<file path="config.mk">
export PLATFORM = sky130hd
export DESIGN_NAME = interrupt_status_mask_controller
export DESIGN_NICKNAME = d
export VERILOG_FILES = /design/src/rtl/ismc_pkg.sv /design/src/rtl/interrupt_status_mask_controller.sv
export SDC_FILE = /design/constraint.sdc
export NUM_CORES = 1
export LEC_CHECK = 0
export BUFFER_PORTS_ARGS = -buffer_cell sky130_fd_sc_hd__buf_2
export CAP_MARGIN = 20
export CORE_MARGIN = 10
export CORE_UTILIZATION = 30
export CTS_BUF_LIST = sky130_fd_sc_hd__clkbuf_8 sky130_fd_sc_hd__clkbuf_16
export DETAILED_ROUTE_END_ITERATION = 6
export PLACE_DENSITY = 0.53
export SYNTH_ARGS = -nofsm -noshare
export SYNTH_HDL_FRONTEND = slang
export SYNTH_SLANG_ARGS = --single-unit
</file>
<file path="constraint.sdc">
create_clock -name i_clk -period 9.5 [get_ports i_clk]
set_input_delay 1.9 -clock i_clk [delete_from_list [all_inputs] [get_ports i_clk]]
set_output_delay 1.9 -clock i_clk [all_outputs]
set_load 0.02 [all_outputs]
</file>
<file path="src/rtl/ismc_pkg.sv">
// ----------------------------------------------------------------------------
// ismc_pkg: shared types and constants for the interrupt status/mask block
// Holds the command codes, the register map, the group levels and the
// pending-level priority function.
// ----------------------------------------------------------------------------
package ismc_pkg;

    typedef logic [31:0] t_word;
    typedef t_word t_status_arr [3];
    typedef t_word t_mask_arr [9];

    typedef enum logic [1:0] {
        CMD_READ  = 2'd0,
        CMD_WRITE = 2'd1,
        CMD_RAISE = 2'd2,
        CMD_NOP   = 2'd3
    } t_cmd;

    localparam logic [27:0] STATUS_PAGE = 28'h005F690;
    localparam logic [27:0] MASK_PAGE0  = 28'h005F691;
    localparam logic [27:0] MASK_PAGE1  = 28'h005F692;
    localparam logic [27:0] MASK_PAGE2  = 28'h005F693;
    localparam logic [3:0]  WINDOW_LAST = 4'hB;
    localparam logic [31:0] PHYS_MASK   = 32'h1FFFFFFF;
    localparam logic [31:0] FOLD_LOW    = 32'h80000000;
    localparam logic [31:0] FOLD_HIGH   = 32'hE0000000;

    localparam logic [3:0] GROUP_LEVEL [3] = '{4'd13, 4'd11, 4'd9};
    localparam logic [3:0] LEVEL_NONE = 4'd0;

    function automatic logic [3:0] pending_level(input t_status_arr st,
                                                 input t_mask_arr mk);
        logic [3:0] level;
        logic       hit;
        level = LEVEL_NONE;
        for (int g = 2; g >= 0; g--) begin
            hit = 1'b0;
            for (int s = 0; s < 3; s++) begin
                hit = hit | (|(st[s] & mk[g * 3 + s]));
            end
            if (hit) begin
                level = GROUP_LEVEL[g];
            end
        end
        return level;
    endfunction

endpackage

</file>
<file path="src/rtl/interrupt_status_mask_controller.sv">
// ----------------------------------------------------------------------------
// interrupt_status_mask_controller: status/mask registers with group priority
// Byte-wide register access, write-one-to-clear status, raise events and a
// registered highest-pending-level result for every beat.
// ----------------------------------------------------------------------------
//  channel  | handshake                 | payload
//  input    | i_in_valid / o_in_ready   | cmd, address, write_byte,
//           |                           | source_word, raise_bits
//  output   | o_out_valid / i_out_ready | read_data, access_error,
//           |                           | irq_pending, irq_level
//
// One beat per cycle is sustained while the output is not stalled; a result
// reaches the output through the input register, then the result register.
// The register update and the level search sit between those two registers.
// Reset is synchronous, active low, and clears all status and mask words.
// A stalled output holds its result; the input register still takes one
// more beat while the result waits.
// ----------------------------------------------------------------------------
module interrupt_status_mask_controller (
    input  logic        i_clk,
    input  logic        i_rst_n,
    input  logic        i_in_valid,
    output logic        o_in_ready,
    input  logic [1:0]  i_cmd,
    input  logic [31:0] i_address,
    input  logic [7:0]  i_write_byte,
    input  logic [1:0]  i_source_word,
    input  logic [31:0] i_raise_bits,
    output logic        o_out_valid,
    input  logic        i_out_ready,
    output logic [7:0]  o_read_data,
    output logic        o_access_error,
    output logic        o_irq_pending,
    output logic [3:0]  o_irq_level
);

    logic        r_in_valid;
    logic [1:0]  r_cmd;
    logic [31:0] r_address;
    logic [7:0]  r_write_byte;
    logic [1:0]  r_source_word;
    logic [31:0] r_raise_bits;

    ismc_pkg::t_status_arr r_status;
    ismc_pkg::t_status_arr n_status;
    ismc_pkg::t_mask_arr   r_mask;
    ismc_pkg::t_mask_arr   n_mask;

    logic        r_out_valid;
    logic [7:0]  r_read_data;
    logic [7:0]  n_read_data;
    logic        r_access_error;
    logic        n_access_error;
    logic [3:0]  r_irq_level;
    logic [3:0]  n_irq_level;

    logic        in_accept;
    logic        advance;
    logic [31:0] phys;
    logic [27:0] page;
    logic        in_window;
    logic [1:0]  word_sel;
    logic [1:0]  byte_sel;
    logic        hit_status;
    logic [1:0]  mask_group;
    logic        hit_mask;
    logic [3:0]  mask_slot;
    logic [7:0]  status_byte;
    logic [7:0]  mask_byte;

    assign advance    = r_in_valid && (!r_out_valid || i_out_ready);
    assign o_in_ready = !r_in_valid || advance;
    assign in_accept  = i_in_valid && o_in_ready;

    always_comb begin
        if (r_address >= ismc_pkg::FOLD_LOW && r_address < ismc_pkg::FOLD_HIGH) begin
            phys = r_address & ismc_pkg::PHYS_MASK;
        end else begin
            phys = r_address;
        end
    end

    assign page      = phys[31:4];
    assign in_window = phys[3:0] <= ismc_pkg::WINDOW_LAST;
    assign word_sel  = phys[3:2];
    assign byte_sel  = phys[1:0];

    always_comb begin
        hit_status = 1'b0;
        hit_mask   = 1'b0;
        mask_group = 2'd0;
        unique case (page)
            ismc_pkg::STATUS_PAGE: hit_status = in_window;
            ismc_pkg::MASK_PAGE0: begin
                hit_mask   = in_window;
                mask_group = 2'd0;
            end
            ismc_pkg::MASK_PAGE1: begin
                hit_mask   = in_window;
                mask_group = 2'd1;
            end
            ismc_pkg::MASK_PAGE2: begin
                hit_mask   = in_window;
                mask_group = 2'd2;
            end
            default: begin
                hit_status = 1'b0;
                hit_mask   = 1'b0;
            end
        endcase
    end

    assign mask_slot   = {1'b0, mask_group, 1'b0} + {2'b00, mask_group}
                       + {2'b00, word_sel};
    assign status_byte = r_status[word_sel][{byte_sel, 3'b000} +: 8];
    assign mask_byte   = r_mask[mask_slot][{byte_sel, 3'b000} +: 8];

    always_comb begin
        n_status       = r_status;
        n_mask         = r_mask;
        n_read_data    = 8'd0;
        n_access_error = 1'b0;
        unique case (ismc_pkg::t_cmd'(r_cmd))
            ismc_pkg::CMD_READ: begin
                if (hit_status) begin
                    n_read_data = status_byte;
                end else if (hit_mask) begin
                    n_read_data = mask_byte;
                end else begin
                    n_access_error = 1'b1;
                end
            end
            ismc_pkg::CMD_WRITE: begin
                if (hit_status) begin
                    n_status[word_sel][{byte_sel, 3'b000} +: 8] =
                        status_byte & ~r_write_byte;
                end else if (hit_mask) begin
                    n_mask[mask_slot][{byte_sel, 3'b000} +: 8] = r_write_byte;
                end else begin
                    n_access_error = 1'b1;
                end
            end
            ismc_pkg::CMD_RAISE: begin
                if (r_source_word != 2'd3) begin
                    n_status[r_source_word] = r_status[r_source_word] | r_raise_bits;
                end
            end
            default: begin
                n_access_error = 1'b0;
            end
        endcase
        n_irq_level = ismc_pkg::pending_level(n_status, n_mask);
    end

    always_ff @(posedge i_clk) begin
        if (!i_rst_n) begin
            r_in_valid <= 1'b0;
        end else if (o_in_ready) begin
            r_in_valid <= i_in_valid;
        end
    end

    always_ff @(posedge i_clk) begin
        if (in_accept) begin
            r_cmd         <= i_cmd;
            r_address     <= i_address;
            r_write_byte  <= i_write_byte;
            r_source_word <= i_source_word;
            r_raise_bits  <= i_raise_bits;
        end
    end

    always_ff @(posedge i_clk) begin
        if (!i_rst_n) begin
            for (int s = 0; s < 3; s++) begin
                r_status[s] <= '0;
            end
            for (int m = 0; m < 9; m++) begin
                r_mask[m] <= '0;
            end
        end else if (advance) begin
            r_status <= n_status;
            r_mask   <= n_mask;
        end
    end

    always_ff @(posedge i_clk) begin
        if (!i_rst_n) begin
            r_out_valid <= 1'b0;
        end else if (advance) begin
            r_out_valid <= 1'b1;
        end else if (i_out_ready) begin
            r_out_valid <= 1'b0;
        end
    end

    always_ff @(posedge i_clk) begin
        if (advance) begin
            r_read_data    <= n_read_data;
            r_access_error <= n_access_error;
            r_irq_level    <= n_irq_level;
        end
    end

    assign o_out_valid    = r_out_valid;
    assign o_read_data    = r_read_data;
    assign o_access_error = r_access_error;
    assign o_irq_level    = r_irq_level;
    assign o_irq_pending  = r_irq_level != ismc_pkg::LEVEL_NONE;

`ifndef SYNTHESIS
    a_error_reads_zero: assert property (@(posedge i_clk) disable iff (!i_rst_n)
        o_out_valid && o_access_error |-> o_read_data == 8'd0)
        else $error("access error beat carries nonzero read data");

    a_level_legal: assert property (@(posedge i_clk) disable iff (!i_rst_n)
        o_out_valid |-> (o_irq_level == 4'd0 || o_irq_level == 4'd9 ||
                         o_irq_level == 4'd11 || o_irq_level == 4'd13))
        else $error("irq level is not a group level");

    a_raise_sets_bits: assert property (@(posedge i_clk) disable iff (!i_rst_n)
        advance && r_cmd == ismc_pkg::CMD_RAISE && r_source_word == 2'd0
        |=> (r_status[0] & $past(r_raise_bits)) == $past(r_raise_bits))
        else $error("raise beat did not set status bits");
`endif

endmodule

</file>
# == Word level (Yosys, flattened, before mapping) ==
# Cells that the tools add are included.
# op_classes
n_reduce_logical,26
n_mux,35
n_eq_ne,7
shift,5
addsub,3
n_bitwise,22
magnitude_cmp,9
# op_table
operator,count
two-way mux 288 bit,3
two-way mux 32 bit,10
AND 32 bit,9
bitwise mux 288 bit,1
OR reduction 32 bit,9
bitwise mux 96 bit,2
two-way mux 96 bit,2
case mux 96 bit (2 select lines),1
binary-select mux 32 bit (select 2 bit),2
binary-select mux 32 bit (select 4 bit),1
demux 32 bit (select 2 bit),2
demux 32 bit (select 4 bit),1
"equality test 28 x 19 -> 1 bit, second input constant",4
variable part select 32 x 6 -> 8 bit,2
variable part select 8 x 7 -> 32 bit,2
">= comparator 32 bit, second input constant",1
"less-than comparator 32 bit, second input constant",1
bitwise OR 32 bit,1
"variable shift 8 x 7 -> 32 bit, first input constant",1
two-way mux 8 bit,2
AND 8 bit,1
inverter 8 bit,1
negator 5 -> 7 bit,1
">= comparator 3 bit, second input constant",2
other kinds (25),45
# totals
reg_bits,475
out_inout_bits,16
in_bits,80
word_cells,130

# == Logic depth before layout (Yosys ltp) ==
# depth
depth_word,22
mapped_depth,25
depth_no_buf,21

# == Worst setup path after synthesis ==
# Ideal clock, no wire load.
# synth_path
path_type,reg2reg
start,reg r_address[23]
end,"reg r_irq_level[0] (netlist: o_irq_level[0]), data pin"
path_slack_ns,3.726
required_time_ns,9.224
path_buffers,3
setup_time_ns,0.276
synth_period_minus_slack_ns,5.774
t_arrival_ns,5.498
stages_incl_launch_ff,23
cell_sequence,edfxtp_1 nor4_2 nand3_2 nor3_4 buf_4 buf_2 nand3_1 or2_2 fa_1 inv_1 ha_1 inv_1 fa_1 clkbuf_1 nand4_1 nor4_2 mux2i_1 o22ai_1 nor4_1 nand2_1 or4_1 nor3_2 nand4_1
# synth_via
elab_chain_cells,21
elab_cells_between_ends,52
classes_between,add/sub (2); order compare (4); eq/ne (4); mux (13); bitwise (16); reduce/logical (13)
# synth_rtl
element,line,rtl
from (decl),interrupt_status_mask_controller.sv:39,logic [31:0] r_address;
from (signal assigned),interrupt_status_mask_controller.sv:166,r_address <= i_address;
>= comparator 32 bit or less-than comparator 32 bit (tied branches),interrupt_status_mask_controller.sv:76,if (r_address >= ismc_pkg::FOLD_LOW && r_address < ismc_pkg::FOLD_HIGH) begin
logical AND 1 bit,interrupt_status_mask_controller.sv:76,
two-way mux 32 bit (*),interrupt_status_mask_controller.sv:76,
equality test 28 x 19 -> 1 bit,interrupt_status_mask_controller.sv:92,unique case (page)
case mux 2 bit (2 select lines),interrupt_status_mask_controller.sv:92,
adder 3 x 2 -> 4 bit,interrupt_status_mask_controller.sv:113,"assign mask_slot = {1'b0, mask_group, 1'b0} + {2'b00, mask_group}"
adder 4 x 2 -> 4 bit,interrupt_status_mask_controller.sv:114,"+ {2'b00, word_sel};"
inverter 4 -> 5 bit (not written as such),interrupt_status_mask_controller.sv:138,"n_mask[mask_slot][{byte_sel, 3'b000} +: 8] = r_write_byte;"
(+4 left out),-,
bitwise mux 288 bit,interrupt_status_mask_controller.sv:138,
two-way mux 288 bit,interrupt_status_mask_controller.sv:137,end else if (hit_mask) begin
two-way mux 288 bit,interrupt_status_mask_controller.sv:134,if (hit_status) begin
two-way mux 288 bit,interrupt_status_mask_controller.sv:123,unique case (ismc_pkg::t_cmd'(r_cmd))
AND 32 bit,ismc_pkg.sv:39,hit = hit | (|(st[s] & mk[g * 3 + s]));
OR reduction 32 bit,ismc_pkg.sv:39,
bitwise OR 1 bit (2 in a row),ismc_pkg.sv:39,
two-way mux 4 bit or OR reduction 2 bit (tied branches),-,
to (signal assigned),interrupt_status_mask_controller.sv:201,r_irq_level <= n_irq_level;
to (decl),interrupt_status_mask_controller.sv:54,logic [3:0] r_irq_level;
# Mark *: on every way between the ends. The rest lies on a longest branch, timed or not.
# A chain may end at the register's enable or synchronous reset.

# == Worst setup path after layout ==
# Ends and elaborated chain as after synthesis.

==> summary.md <==
The run finished, with violations left. The final reports fail on design-rule violations. Dominant synthesized flop cell: sky130_fd_sc_hd__dfxtp_1.

Setup violations remaining at the end of the flow were counted as 0. After the first detailed-routing iteration, the DRC count stood at 4397. The die footprint was 0.1109 sq mm; the number of buffers inserted by post-CTS setup repair was 0. The global-route total usage across every layer was 26.15%. In the routed design, unresolved DRC markers number 3. The logs give 0.01117 uW for the cell leakage power and 114 for the number of cell rows. Clock-pin slew was measured on the worst setup and hold paths at 0.07 ns. The logs give 0.66 ns for the clock latency reported for the late side of the worst-skew pair and 30.32% for the starting utilization of the core area.

Counting every sink on the clock net gives 474. Setup repair after global routing left no endpoint under its margin. For the number of hold-repair buffers added at the cts stage, the log shows 0. Of the available clock period, the critical path in the final layout requires 83.14%. Relative to the synthesized area, the layout overhead comes to 11.57%. After synthesis, the cell types taking the most area are sky130_fd_sc_hd__dfxtp_1 26%, sky130_fd_sc_hd__edfxtp_1 9.0%, sky130_fd_sc_hd__and2_1 7.4%. Buffers inserted during clock tree synthesis total 56. Number of different library cells in the post-synthesis netlist: 93. The vias per cell came out at 6.123. 0 antenna diodes ended up in the layout. The region available for standard cell placement spans 0.09699 sq mm. The height of the die is 333.1 um. The tools report the fill cell total of the finished layout as 10210. Entering global routing, the biggest net connects 111 pins. For this run, asynchronously set or reset flops after synthesis account for 0%.

In this run, synthesis produced a sequential element count of 474. The fraction of final layout cells sized beyond drive strength 1 is 13.93%, and the depth of the worst register-to-register path is 22. For this run, the number of Yosys warnings is 0. The hold violation total from the final report is 0. The worst hold path begins at r_status[16]. Subtracting the final worst setup slack from the clock period gives 7.898 ns. Synthesis handed over a netlist of 3527 instances. The logs give 35.27% for the fraction of the yosys area taken by sequential cells and 3547 for the final net count. Post-CTS repair changed the size of 0 cells. Along the worst path, the maximum fanout reaches 39. Summed over all instances, the cell type with the most area after synthesis is sky130_fd_sc_hd__dfxtp_1.

For the aggregate routed wire length, the log shows 152100 um. On the final layout, the worst clock skew is 0.04546 ns. The worst path setup slack after routing was 1.602 ns. Measured against its own limit, the worst slew margin works out to 19.56%. The required time of the critical path was 9.89 ns; the area occupied by multi-input gates was 0.01776 sq mm. The via count of the first global-routing pass is 26890, and the average instance area after synthesis is 8.337 sq um. The tools report the data arrival at the endpoint of the critical path as 8.29 ns. The critical path is of the reg2reg type. Summed over its instances, the top area cell type makes up 26.28% of the synthesized netlist area. The setup TNS was 0 ns. The path class of the tightest hold or removal check is reg2reg. The count of buffers added on input and output ports is 95.

The logs give 0.4754 ns for the final hold slack and 8 for the initial antenna violation count. The tree is rooted in a sky130_fd_sc_hd__clkbuf_16. The average wire length per cell after detail routing came out at 31.88 um.

The worst-case IR drop observed on VDD is 0.1354 mV. Across all layers, the routed design uses 29220 vias. The pre-antenna-repair detailed-routing pass consisted of 7 iterations. Dividing total power by cell area gives a power density of 145.0 mW/mm^2. The number of routed nets with antenna violations was 0; the horizontal die dimension was 333.1 um.

TritonCTS built the clock tree. The number of max-slew violations in the final report was 0. The run gives 0 as the remaining global-route overflow. STA classifies the critical path endpoint as a flip-flop. The most critical setup path has its startpoint at r_address[23]. The worst register-to-register path begins at r_address[23]. The number of stages on the worst hold path is 2. The first-pass GRT wire length was 212800 um.

Across the run, the number of max-cap violations was 0. The H-tree generated during clock tree synthesis spans 2 levels. Post-DP HPWL: 113700 um. The count of flip-flops with a built-in enable after synthesis is 88. At the pin with the least slew margin, the transition time is 1.207 ns.

For the total standard cell area after synthesis, the log shows 0.02941 sq mm. STA classifies the critical path startpoint as a flip-flop. For the storage element area, the log shows 0.01037 sq mm.

Worst-case clock buffer depth: 3. The logs give 96 for the total I/O pin count and 3618 for the number of nets produced by synthesis. The post-place setup slack is 1.902 ns, and the highest clock rate is 0.1266 GHz.

The congestion estimate from routability-driven global placement came to 1.081.
[state kept, by name, indices dropped and copies added (netlist names)]
register and count:
r_mask 288, r_status 96, r_address 32, r_raise_bits 32, o_read_data 8, r_write_byte 8
o_irq_level 3, r_cmd 2, r_source_word 2, o_access_error 1, o_out_valid 1, r_in_valid 1
[cell usage in the layout (no fill, tap or decap), types with 14 or more instances in the layout]
master                        n
sky130_fd_sc_hd__nand4_1     37
sky130_fd_sc_hd__a22o_1      27
sky130_fd_sc_hd__nor4_1      77
sky130_fd_sc_hd__nor2_1     169
sky130_fd_sc_hd__mux2i_1    198
sky130_fd_sc_hd__inv_1       28
sky130_fd_sc_hd__a21boi_0    17
sky130_fd_sc_hd__dfxtp_1    386
sky130_fd_sc_hd__a21o_1      30
sky130_fd_sc_hd__or2_2       14
sky130_fd_sc_hd__mux2_2      42
sky130_fd_sc_hd__clkbuf_16   56
sky130_fd_sc_hd__edfxtp_1    88
sky130_fd_sc_hd__mux4_2      72
sky130_fd_sc_hd__o211a_1     51
sky130_fd_sc_hd__a21oi_1    178
sky130_fd_sc_hd__o22ai_1    133
sky130_fd_sc_hd__nand2_1    553
sky130_fd_sc_hd__o21ai_0    375
sky130_fd_sc_hd__buf_4       99
sky130_fd_sc_hd__nor4_2      14
sky130_fd_sc_hd__a211oi_1    15
sky130_fd_sc_hd__nor3_1      36
sky130_fd_sc_hd__nand3_1     24
sky130_fd_sc_hd__a221oi_1    27
sky130_fd_sc_hd__and2_1     346
sky130_fd_sc_hd__a22oi_1     59
sky130_fd_sc_hd__nand2b_1    18
sky130_fd_sc_hd__buf_2       94
sky130_fd_sc_hd__nor2b_1     22
[metrics by stage]
step / utilization, % / cells / area (sq um) / power, uW
after floorplan: - / 3527 / 29410 / 2431
after global placement: 31.98 / 4672 / 31020 / 2652
after detailed placement: 31.98 / 4672 / 31020 / 2650
after CTS: 33.80 / 4770 / 32790 / 4777
after global routing: 33.82 / 4772 / 32810 / 4891
final: 33.82 / 4772 / 32810 / 4756
[per-layer routing]
metal	vias to the layer above	wire length, um	share of wire (%)	track usage, %
met4	4	10270	6.8	14.79
met3	498	16460	11	6.872
met1	14180	61720	41	34.27
met2	1886	63650	42	38.56
li1	12650	-	-	-
met5	-	26	0.017	0
[cell usage after synthesis (all sizes together), types with 46 or more instances]
cell type and count:
o21ai 386, dfxtp 386, and2 349, buf 101, clkbuf 223, nor3 46, mux4 72, a21oi 180
nand2 555, edfxtp 88, a22oi 61, o22ai 134, mux2i 198, nor2 173, nor4 98, o211a 51
[path summary, 6_finish.rpt]
| check | slack [ns] | end |
|---|---|---|
| hold reg to reg | 0.48 | r_status[16] |
| setup / recovery | 1.60 | o_irq_level[0] |
| hold / removal | 0.48 | r_status[16] |
| setup reg to reg | 1.60 | o_irq_level[0] |
[final cells by class]
cell class	instances	area share, %
multi-input combinational	2710	54.13
sequential	474	31.61
tap	1276	4.867
clock buffer	64	4.607
timing repair buffer	195	3.780
clock inverter	34	0.7818
inverter	19	0.2250
[critical path, stage by stage, from the launching register on]
cell and delay (ns):
sky130_fd_sc_hd__edfxtp_1 0.37, sky130_fd_sc_hd__nor4_2 0.37, sky130_fd_sc_hd__nand3_2 0.43, sky130_fd_sc_hd__nor3_4 0.24, sky130_fd_sc_hd__buf_4 0.34, sky130_fd_sc_hd__nand3_1 0.12
sky130_fd_sc_hd__or2_2 0.31, sky130_fd_sc_hd__fa_1 0.42, sky130_fd_sc_hd__inv_1 0.11, sky130_fd_sc_hd__ha_4 0.13, sky130_fd_sc_hd__inv_1 0.05, sky130_fd_sc_hd__fa_1 0.51
sky130_fd_sc_hd__buf_4 0.33, sky130_fd_sc_hd__nand2b_1 0.42, sky130_fd_sc_hd__nor2_1 0.40, sky130_fd_sc_hd__nand4_1 0.69, sky130_fd_sc_hd__mux2i_1 0.68, sky130_fd_sc_hd__o22ai_1 0.20
sky130_fd_sc_hd__nor4_1 0.55, sky130_fd_sc_hd__nand4_1 0.15, sky130_fd_sc_hd__or3_1 0.45, sky130_fd_sc_hd__nor3_2 0.20, sky130_fd_sc_hd__nand4_1 0.13
[kinds of logic (layout without fill, tap and decap cells)]
kind of cell | Yosys count | in the layout | share of synthesized area, %
AOI/OAI and AO/OA | 1009 | 1009 | 21.65
adders and majority gates | 11 | 11 | 0.5191
buffers and inverters | 343 | 312 | 4.893
DFF | 474 | 474 | 35.27
muxes | 313 | 313 | 13.90
and+or+nand+nor | 1377 | 1377 | 23.77
[report_power, final]
| group | internal (uW) | switching [uW] | leakage [uW] |
|---|---|---|---|
| Clock | 1210 | 916 | 0.000926 |
| Combinational | 134 | 371 | 0.00628 |
| Sequential | 2090 | 36.3 | 0.00397 |
| Total | 3430 | 1320 | 0.0112 |
No activity file was read; power rests on OpenSTA's default activity.
